## src/adrk4_pkg.sv

```systemverilog
// Shared types, codes and defaults of the advection-diffusion RK4 grid engine.
package adrk4_pkg;

	// default sizes
	localparam int MAX_GRID_WIDTH_DEF  = 64;
	localparam int MAX_GRID_HEIGHT_DEF = 64;
	localparam int VALUE_BITS_DEF      = 32;
	localparam int GRID_DIM_MIN        = 3;

	// item kinds
	typedef enum logic [1:0] {
		KIND_WRITE = 2'd0,
		KIND_READ  = 2'd1,
		KIND_STEP  = 2'd2
	} kind_t;

	// configuration register indexes
	typedef enum logic [1:0] {
		CFG_GRID_WIDTH  = 2'd0,
		CFG_GRID_HEIGHT = 2'd1,
		CFG_INV_SPACING = 2'd2,
		CFG_DIFFUSIVITY = 2'd3
	} cfg_index_t;

	// input transaction payload
	typedef struct packed {
		logic        [1:0]  kind;
		logic        [11:0] cell_address;
		logic signed [31:0] temperature_in;
		logic signed [31:0] wind_x_in;
		logic signed [31:0] wind_y_in;
		logic        [30:0] time_step;
	} item_in_t;

	// output transaction payload
	typedef struct packed {
		logic signed [31:0] temperature_out;
		logic               step_done;
	} item_out_t;

	// command to the shared scaling unit
	typedef struct packed {
		logic start;
		logic half;
		logic div6;
	} scale_ctl_t;

	// scaling unit sequencer
	typedef enum logic [2:0] {
		SC_IDLE,
		SC_MUL,
		SC_SAT,
		SC_DIV,
		SC_FIN,
		SC_DONE
	} scale_state_t;

	// grid sequencer
	typedef enum logic [3:0] {
		SEQ_IDLE,
		SEQ_READ,
		SEQ_DFETCH,
		SEQ_DMSTART,
		SEQ_DMWAIT,
		SEQ_DWRITE,
		SEQ_UISSUE,
		SEQ_UCAP,
		SEQ_UMSTART,
		SEQ_UMWAIT
	} seq_state_t;

endpackage

```

## src/adrk4_scale.sv

```systemverilog
// Shared bit-serial unit: sat(trunc(x*y / 2^16 or 2^17 / 1 or 6)) in signed fixed point.
module adrk4_scale import adrk4_pkg::*; #(
	parameter int VALUE_BITS = VALUE_BITS_DEF,
	localparam int XW = VALUE_BITS + 4,
	localparam int YW = ((VALUE_BITS > 31) ? VALUE_BITS : 31) + 1
) (
	input  logic                         clk,
	input  logic                         arst_n,
	input  scale_ctl_t                   ctl,
	input  logic signed [XW-1:0]         x,
	input  logic signed [YW-1:0]         y,
	output logic                         done,
	output logic signed [VALUE_BITS-1:0] res
);

	localparam int VB   = VALUE_BITS;
	localparam int PW   = XW + YW;
	localparam int CW   = $clog2(YW);
	// divide by six as a halving and a reciprocal multiply by ceil(2^RK / 3), RK odd
	localparam int RK   = ((VB % 2) == 0) ? VB + 1 : VB + 2;
	localparam logic [63:0]   RK_POW  = 64'd1 << RK;
	localparam logic [XW-1:0] RECIP   = XW'((RK_POW + 64'd1) / 64'd3);
	localparam logic [VB-1:0] VMAX    = {1'b0, {(VB-1){1'b1}}};
	localparam logic [PW-1:0] DIV_LIM = {{(PW-VB-2){1'b0}}, 2'b11, {VB{1'b0}}};

	scale_state_t   st_q, st_d;
	logic           neg_q, half_q, div6_q;
	logic [XW-1:0]  xm_q;
	logic [PW-1:0]  p_q;
	logic [CW-1:0]  cnt_q;
	logic [VB-1:0]  mag_q;

	logic [VB-1:0]  lim;
	logic [XW:0]    psum;
	logic [PW-1:0]  qs;
	logic [PW-1:0]  qd;

	// magnitude limit: one more on the negative side
	assign lim = VMAX + {{(VB-1){1'b0}}, neg_q};

	// multiply step, shift and reciprocal quotient
	assign psum = {1'b0, p_q[PW-1:YW]} + {1'b0, (p_q[0] ? xm_q : {XW{1'b0}})};
	assign qs   = half_q ? (p_q >> 17) : (p_q >> 16);
	assign qd   = p_q >> RK;

	// state register
	always_ff @(posedge clk or negedge arst_n) begin
		if (!arst_n) begin
			st_q <= SC_IDLE;
		end else begin
			st_q <= st_d;
		end
	end

	// next state
	always_comb begin
		st_d = st_q;
		unique case (st_q)
			SC_IDLE: if (ctl.start) st_d = SC_MUL;
			SC_MUL:  if (cnt_q == CW'(YW - 1)) st_d = SC_SAT;
			SC_SAT: begin
				if (div6_q && qs < DIV_LIM) st_d = SC_DIV;
				else st_d = SC_DONE;
			end
			SC_DIV:  if (cnt_q == CW'(YW - 1)) st_d = SC_FIN;
			SC_FIN:  st_d = SC_DONE;
			SC_DONE: st_d = SC_IDLE;
			default: st_d = SC_IDLE;
		endcase
	end

	// datapath
	always_ff @(posedge clk) begin
		unique case (st_q)
			SC_IDLE: begin
				neg_q  <= x[XW-1] ^ y[YW-1];
				half_q <= ctl.half;
				div6_q <= ctl.div6;
				xm_q   <= x[XW-1] ? XW'(-x) : XW'(x);
				p_q    <= {{XW{1'b0}}, (y[YW-1] ? YW'(-y) : YW'(y))};
				cnt_q  <= '0;
			end
			SC_MUL, SC_DIV: begin
				p_q   <= {psum, p_q[YW-1:1]};
				cnt_q <= cnt_q + CW'(1);
			end
			SC_SAT: begin
				cnt_q <= '0;
				if (div6_q) begin
					// quotient of at least 2^(VB-1) saturates; else multiply the half by 1/3
					mag_q <= lim;
					xm_q  <= RECIP;
					p_q   <= {{XW{1'b0}}, YW'(qs[VB+1:1])};
				end else if (qs > {{(PW-VB){1'b0}}, lim}) begin
					mag_q <= lim;
				end else begin
					mag_q <= qs[VB-1:0];
				end
			end
			SC_FIN: begin
				mag_q <= (qd > {{(PW-VB){1'b0}}, lim}) ? lim : qd[VB-1:0];
			end
			default: ;
		endcase
	end

	assign done = (st_q == SC_DONE);
	assign res  = neg_q ? -$signed(mag_q) : $signed(mag_q);

endmodule

```

## config.mk

```make
export PLATFORM = sky130hd
export DESIGN_NAME = adrk4_scale
export DESIGN_NICKNAME = d
export VERILOG_FILES = /design/src/adrk4_pkg.sv /design/src/adrk4_scale.sv
export SDC_FILE = /design/constraint.sdc
export NUM_CORES = 1
export LEC_CHECK = 0
export ABC_AREA = 0
export BUFFER_PORTS_ARGS = -buffer_cell sky130_fd_sc_hd__buf_2
export CORE_MARGIN = 1
export CORE_UTILIZATION = 47
export DETAILED_ROUTE_END_ITERATION = 10
export PLACE_DENSITY = 0.69
export SYNTH_ARGS = -nofsm -noshare
export SYNTH_HDL_FRONTEND = slang
export SYNTH_SLANG_ARGS = --single-unit
```

## constraint.sdc

```tcl
create_clock -name clk -period 13.7 [get_ports clk]
set_input_delay 1.37 -clock clk [delete_from_list [all_inputs] [get_ports clk]]
set_output_delay 1.37 -clock clk [all_outputs]
set_load 0.02 [all_outputs]
```

Word-level counts from Yosys, hierarchy flattened
Index checks and enable logic that the tools add are counted.

word-level totals
  register bits = 149
  input port bits = 74
  logic and storage cells = 58

cells by class
  $add $sub $neg = 6
  $lt $le $gt $ge = 3
  eq/ne operators = 10
  multiplexer cells = 19
  bitwise logic cells = 1
  reductions and logical operators = 11

operators with widths
  kind                                                                             number
  69-bit one-hot mux with 3 select lines                                           1
  32-bit two-way mux                                                               4
  36-bit two-way mux                                                               3
  36-bit one-hot mux with 2 select lines                                           1
  69-bit two-way mux                                                               1
  32-bit one-hot mux with 2 select lines                                           1
  53-bit by 32-bit > comparator with 1-bit output                                  1
  53-bit by 34-bit less-than comparator with 1-bit output (second input constant)  1
  53-bit two-way mux                                                               1
  36-bit by 36-bit adder with 37-bit output                                        1
  36-bit by 32-bit > comparator with 1-bit output                                  1
  36-bit negation                                                                  1
  33-bit two-way mux                                                               1
  33-bit negation                                                                  1
  31-bit by 1-bit adder with 32-bit output (first input constant)                  1
  32-bit negation                                                                  1
  3-bit one-hot mux with 5 select lines                                            1
  3-bit two-way mux                                                                4
  6-bit one-hot mux with 2 select lines                                            1
  2-bit != test (second input constant)                                            4
  6-bit by 1-bit adder with 6-bit output (second input constant)                   1
  3-bit by 2-bit equality test with 1-bit output (second input constant)           2
  3-bit equality test (second input constant)                                      2
  6-bit equality test (second input constant)                                      1
  9 further kinds                                                                  13

Longest topological paths before layout
  word-level depth = 5
  mapped depth = 14
  mapped depth without buffers = 12

Worst setup path before layout
No wires, ideal clock.

  kind = register to register
  from = register st_q[0]
  to = register p_q[0] (enable)
  library setup time = 0.519 ns
  arrival time = 4.271 ns
  data required time = 13.181 ns
  setup slack = 8.910 ns
  stages on the path, launching flop included = 5
  path buffers = 2
  period minus slack after synthesis = 4.790 ns
  path through = dfrtp_1 -> clkbuf_1 -> inv_1 -> clkbuf_1 -> a21oi_1

on the way
  longest elaborated chain between the ends = 4
  elaborated cells on any way between the ends = 8

ends and longest elaborated chain
  what                                                                                                                     RTL line           text
  from (decl)                                                                                                              adrk4_scale.sv:26  scale_state_t st_q, st_d;
  from (signal assigned)                                                                                                   adrk4_scale.sv:51  st_q <= st_d;
  3-bit by 2-bit equality test with 1-bit output / 3-bit by 1-bit equality test with 1-bit output (equally long branches)  adrk4_scale.sv:74  unique case (st_q)
  2-bit OR reduction                                                                                                       adrk4_scale.sv:74
  3-bit nonzero test (no source line)                                                                                      -
  2-bit AND reduction (no source line) (*)                                                                                 -
  to (signal assigned)                                                                                                     adrk4_scale.sv:80  p_q <= {{XW{1'b0}}, (y[YW-1] ? YW'(-y) : YW'(y))};
  to (signal assigned)                                                                                                     adrk4_scale.sv:84  p_q <= {psum, p_q[YW-1:1]};
  to (signal assigned)                                                                                                     adrk4_scale.sv:93  p_q <= {{XW{1'b0}}, YW'(qs[VB+1:1])};
  to (decl)                                                                                                                adrk4_scale.sv:29  logic [PW-1:0] p_q;

Mark *: on every way between the ends. The rest lies on a longest branch, timed or not.
A chain may end at the register's enable or synchronous reset.

Worst setup path in the final report
  from = register mag_q[16]
  to = output port res[26]

on the way
  longest elaborated chain between the ends = 2

ends and longest elaborated chain
  what                    RTL line            text
  from (decl)             adrk4_scale.sv:31   logic [VB-1:0] mag_q;
  from (signal assigned)  adrk4_scale.sv:91   mag_q <= lim;
  from (signal assigned)  adrk4_scale.sv:95   mag_q <= lim;
  from (signal assigned)  adrk4_scale.sv:97   mag_q <= qs[VB-1:0];
  32-bit negation         adrk4_scale.sv:108  assign res = neg_q ? -$signed(mag_q) : $signed(mag_q);
  32-bit two-way mux      adrk4_scale.sv:108
  to (decl)               adrk4_scale.sv:13   output logic signed [VALUE_BITS-1:0] res

No other way between the ends.

==> results.sh <==
export IMPL_synth_top_family_by_area="compound AO/OA/AOI/OAI gates"
export IMPL_ant_nets=0
export IMPL_synthCells=1242
export IMPL_clock_sinks=149
export IMPL_r2r_setup_slack_ps=9680
export IMPL_htreeDepth=4
export IMPL_grt_pass1_wl_um=48700
export IMPL_root_buffer="clkbuf_16"
export IMPL_yosys_warnings=0
export IMPL_grt_usage_pct=23.7
export IMPL_clk_latency_ps=430
export IMPL_die_area_sq_um=26100
export IMPL_whs_path_depth=2
export IMPL_cts_tree="yes"
export IMPL_chipHeight_um=161
export IMPL_num_nets_final=1503
export IMPL_cts_resized=0
export IMPL_rr_worst_depth=11
export IMPL_p_per_area_nw_per_um2=156
export IMPL_fin_crit_sh_pct=34.1
export IMPL_critPathArrivalTime_ps=3310
export IMPL_cp_top_family="simple AND/OR/NAND/NOR gates"
export IMPL_grt_pass1_vias=9043
export IMPL_synth_edf_count=146
export IMPL_vdd_ir_drop_worst_v=0.0000873
export IMPL_grt_max_degree=90
export IMPL_status="complete, no violations"
export IMPL_path_max_fanout=5
export IMPL_slew_headroom_pct=23.5
export IMPL_path_clk_slew_ps=60
export IMPL_synthMuxAreaShare_pct=3.24
export IMPL_routedWlPerCell_um=18.4
export IMPL_ys_flop_type="edfxtp_1"
export IMPL_slew_viol_final=0
export IMPL_insertedDiodeCount=0
export IMPL_p_leak_uw=0.00541
export IMPL_vias=9977
export IMPL_r2r_start="neg_q"
export IMPL_crit_path_max_incr_delay_ps=620
export IMPL_min_to="p_q[12]"
export IMPL_r2r_end="mag_q[1]"
export IMPL_totalWireLength_um=30600
export IMPL_worst_clock_skew_ps=13.1
export IMPL_hp_start="p_q[13]"
export IMPL_cts_hold_buf=0
export IMPL_tightest_slew_ps=1140
export IMPL_crit_required_ps=12330
export IMPL_core_area_sq_um=24600
export IMPL_setup_viol=0
export IMPL_crit_chain="or4_1 -> or4_1 -> or3_1 -> or3_1 -> o31ai_1 -> xnor2_1 -> buf_2"
export IMPL_crit_path_end_kind="output pin"
export IMPL_max_freq_mhz=214
export IMPL_floorplan_initialDensity_pct=48.5
export IMPL_drt_first_iter_violations=1064
export IMPL_pin_count=107
export IMPL_dieWidth_um=161
export IMPL_ys_seq_area_share_pct=37.3
export IMPL_synthArstFlopShare_pct=2.01
export IMPL_fin_total_pwr_uw=2100
export IMPL_dp_hpwl_um=23000
export IMPL_place_gp_congestion=0.893
export IMPL_viasPerCell=6.01
export IMPL_rsz0062_at_grt="no"
export IMPL_hold_viol_final=0
export IMPL_startpoint_type="register"
export IMPL_place_area_sq_um=12800
export IMPL_cts_buffer_depth=2
export IMPL_post_cts_setup_buffer_count=0
export IMPL_num_rows=57
export IMPL_cpMaxStageDelayCell="or4_1"
export IMPL_hp_class="register to register"
export IMPL_final_min_clock_period_ps=4680
export IMPL_dr_pass1_iters=5
export IMPL_synthXorXnorAreaFrac_pct=8.73
export IMPL_cts_buffers=17
export IMPL_synth_adder_area_share_pct=11.2
export IMPL_post_route_cell_area_sq_um=13400
export IMPL_drcViolationCount=0
export IMPL_critPathKind="register to output pin"
export IMPL_port_buffers=106
export IMPL_drive_above_1_share_pct=15.0
export IMPL_grt_overflow=0
export IMPL_ys_types=66
export IMPL_synth_compound_area_share_pct=19.7
export IMPL_areaGrowthSynthToFinish_pct=12.3
export IMPL_synth_area_sq_um=11900
export IMPL_synth_seq_cells=149
export IMPL_avgSynthCellArea_sq_um=9.62
export IMPL_synth_simple_area_share_pct=16.9
export IMPL_synth_nets=1422
export IMPL_fin_setup_tns_ps=0
export IMPL_critical_path_buf_inv_count=1
export IMPL_antenna_found_initial=0
export IMPL_drv_cap=0
[synthesized netlist by cell type (all sizes together) (18+ instances only)]
| cell type | instances | area, sq um |
|---|---|---|
| nand4 | 18 | 113 |
| a22oi | 22 | 165 |
| o31ai | 28 | 210 |
| edfxtp | 146 | 4380 |
| mux2 | 29 | 327 |
| nor3 | 27 | 135 |
| nor2 | 91 | 342 |
| a21o | 28 | 210 |
| ha | 105 | 1310 |
| and2 | 39 | 244 |
| a221o | 32 | 320 |
| clkbuf | 50 | 188 |
| xnor2 | 55 | 482 |
| o21ai | 90 | 450 |
| xor2 | 64 | 561 |
| or3 | 20 | 135 |
| inv | 34 | 128 |
| nand2 | 103 | 387 |
| a21oi | 61 | 305 |
[worst max path at each step]
stage	slack, ps	start	endpoint	cells after the start
finish	9020	mag_q[16]	res[26]	7
detailed placement	9310	x[7]	xm_q[33]	9
CTS	8980	mag_q[16]	res[26]	7
global placement	9340	x[7]	xm_q[33]	9
floorplan	8910	st_q[0]	p_q[0]	4
global route	8840	mag_q[16]	res[26]	7
[logic make-up (layout without fill, tap and decap cells)]
| group | after synthesis | in the layout |
|---|---|---|
| simple gates | 400 | 400 |
| flops | 149 | 149 |
| compound gates | 341 | 341 |
| buf+inv | 92 | 186 |
| fa+ha+maj | 106 | 106 |
| xor+xnor | 119 | 119 |
| mux | 35 | 35 |
[cells in the final DEF (no fill, tap or decap), types with 22 or more instances in the layout]
master,instances
and2_1,39
inv_1,34
a21oi_1,60
o31ai_1,28
o21ai_0,88
buf_2,106
xor2_1,64
ha_1,105
nor2_1,89
a22oi_1,22
mux2_2,29
edfxtp_1,146
a221o_1,32
xnor2_1,55
a21o_1,28
nand2_1,103
nor3_1,26
[per-stage QoR]
step / hold slack [ps] / utilization [%] / worst slack, ps / std cells
floorplan: 532 / - / 8910 / 1242
global placement: 547 / 52.0 / 9340 / 1628
detailed placement: 553 / 52.0 / 9310 / 1628
CTS: 568 / 54.5 / 8980 / 1660
global route: 597 / 54.5 / 8840 / 1660
finish: 565 / 54.5 / 9020 / 1660
[sequential cells by signal, indices dropped and copies added, names as in the netlist]
name,count
p_q,69
xm_q,36
mag_q,32
cnt_q,6
st_q,3
div6_q,1
half_q,1
neg_q,1
[where the power goes]
group	internal, uW	switching, uW	total, uW	leakage (uW)
clock	307	197	505	0.000302
sequential	631	138	769	0.00148
combinational	361	464	824	0.00363
total	1300	799	2100	0.00541
[tightest hold or removal path, stage by stage (launching register included)]
cell	delay, ps
edfxtp_1	320
a22oi_1	70
o21ai_0	70
[per-layer routing]
layer  vias to the layer above  global-route usage (%)  wire (um)
met5                         -                       0          0
met4                         0                    6.73        571
met3                        38                    3.75       2010
met2                       352                    37.2      13800
met1                      4711                    33.8      14200
li1                       4876                       -          -
[area by class of cell]
cell class | count | area, sq um
fill | 2205 | 11200
multi-input combinational | 1001 | 7170
sequential | 149 | 4460
timing repair buffer | 119 | 628
clock buffer | 18 | 429
tap | 324 | 405
clock inverter | 14 | 198
inverter | 35 | 131
Note: power is estimated with default switching activity, not from simulation.
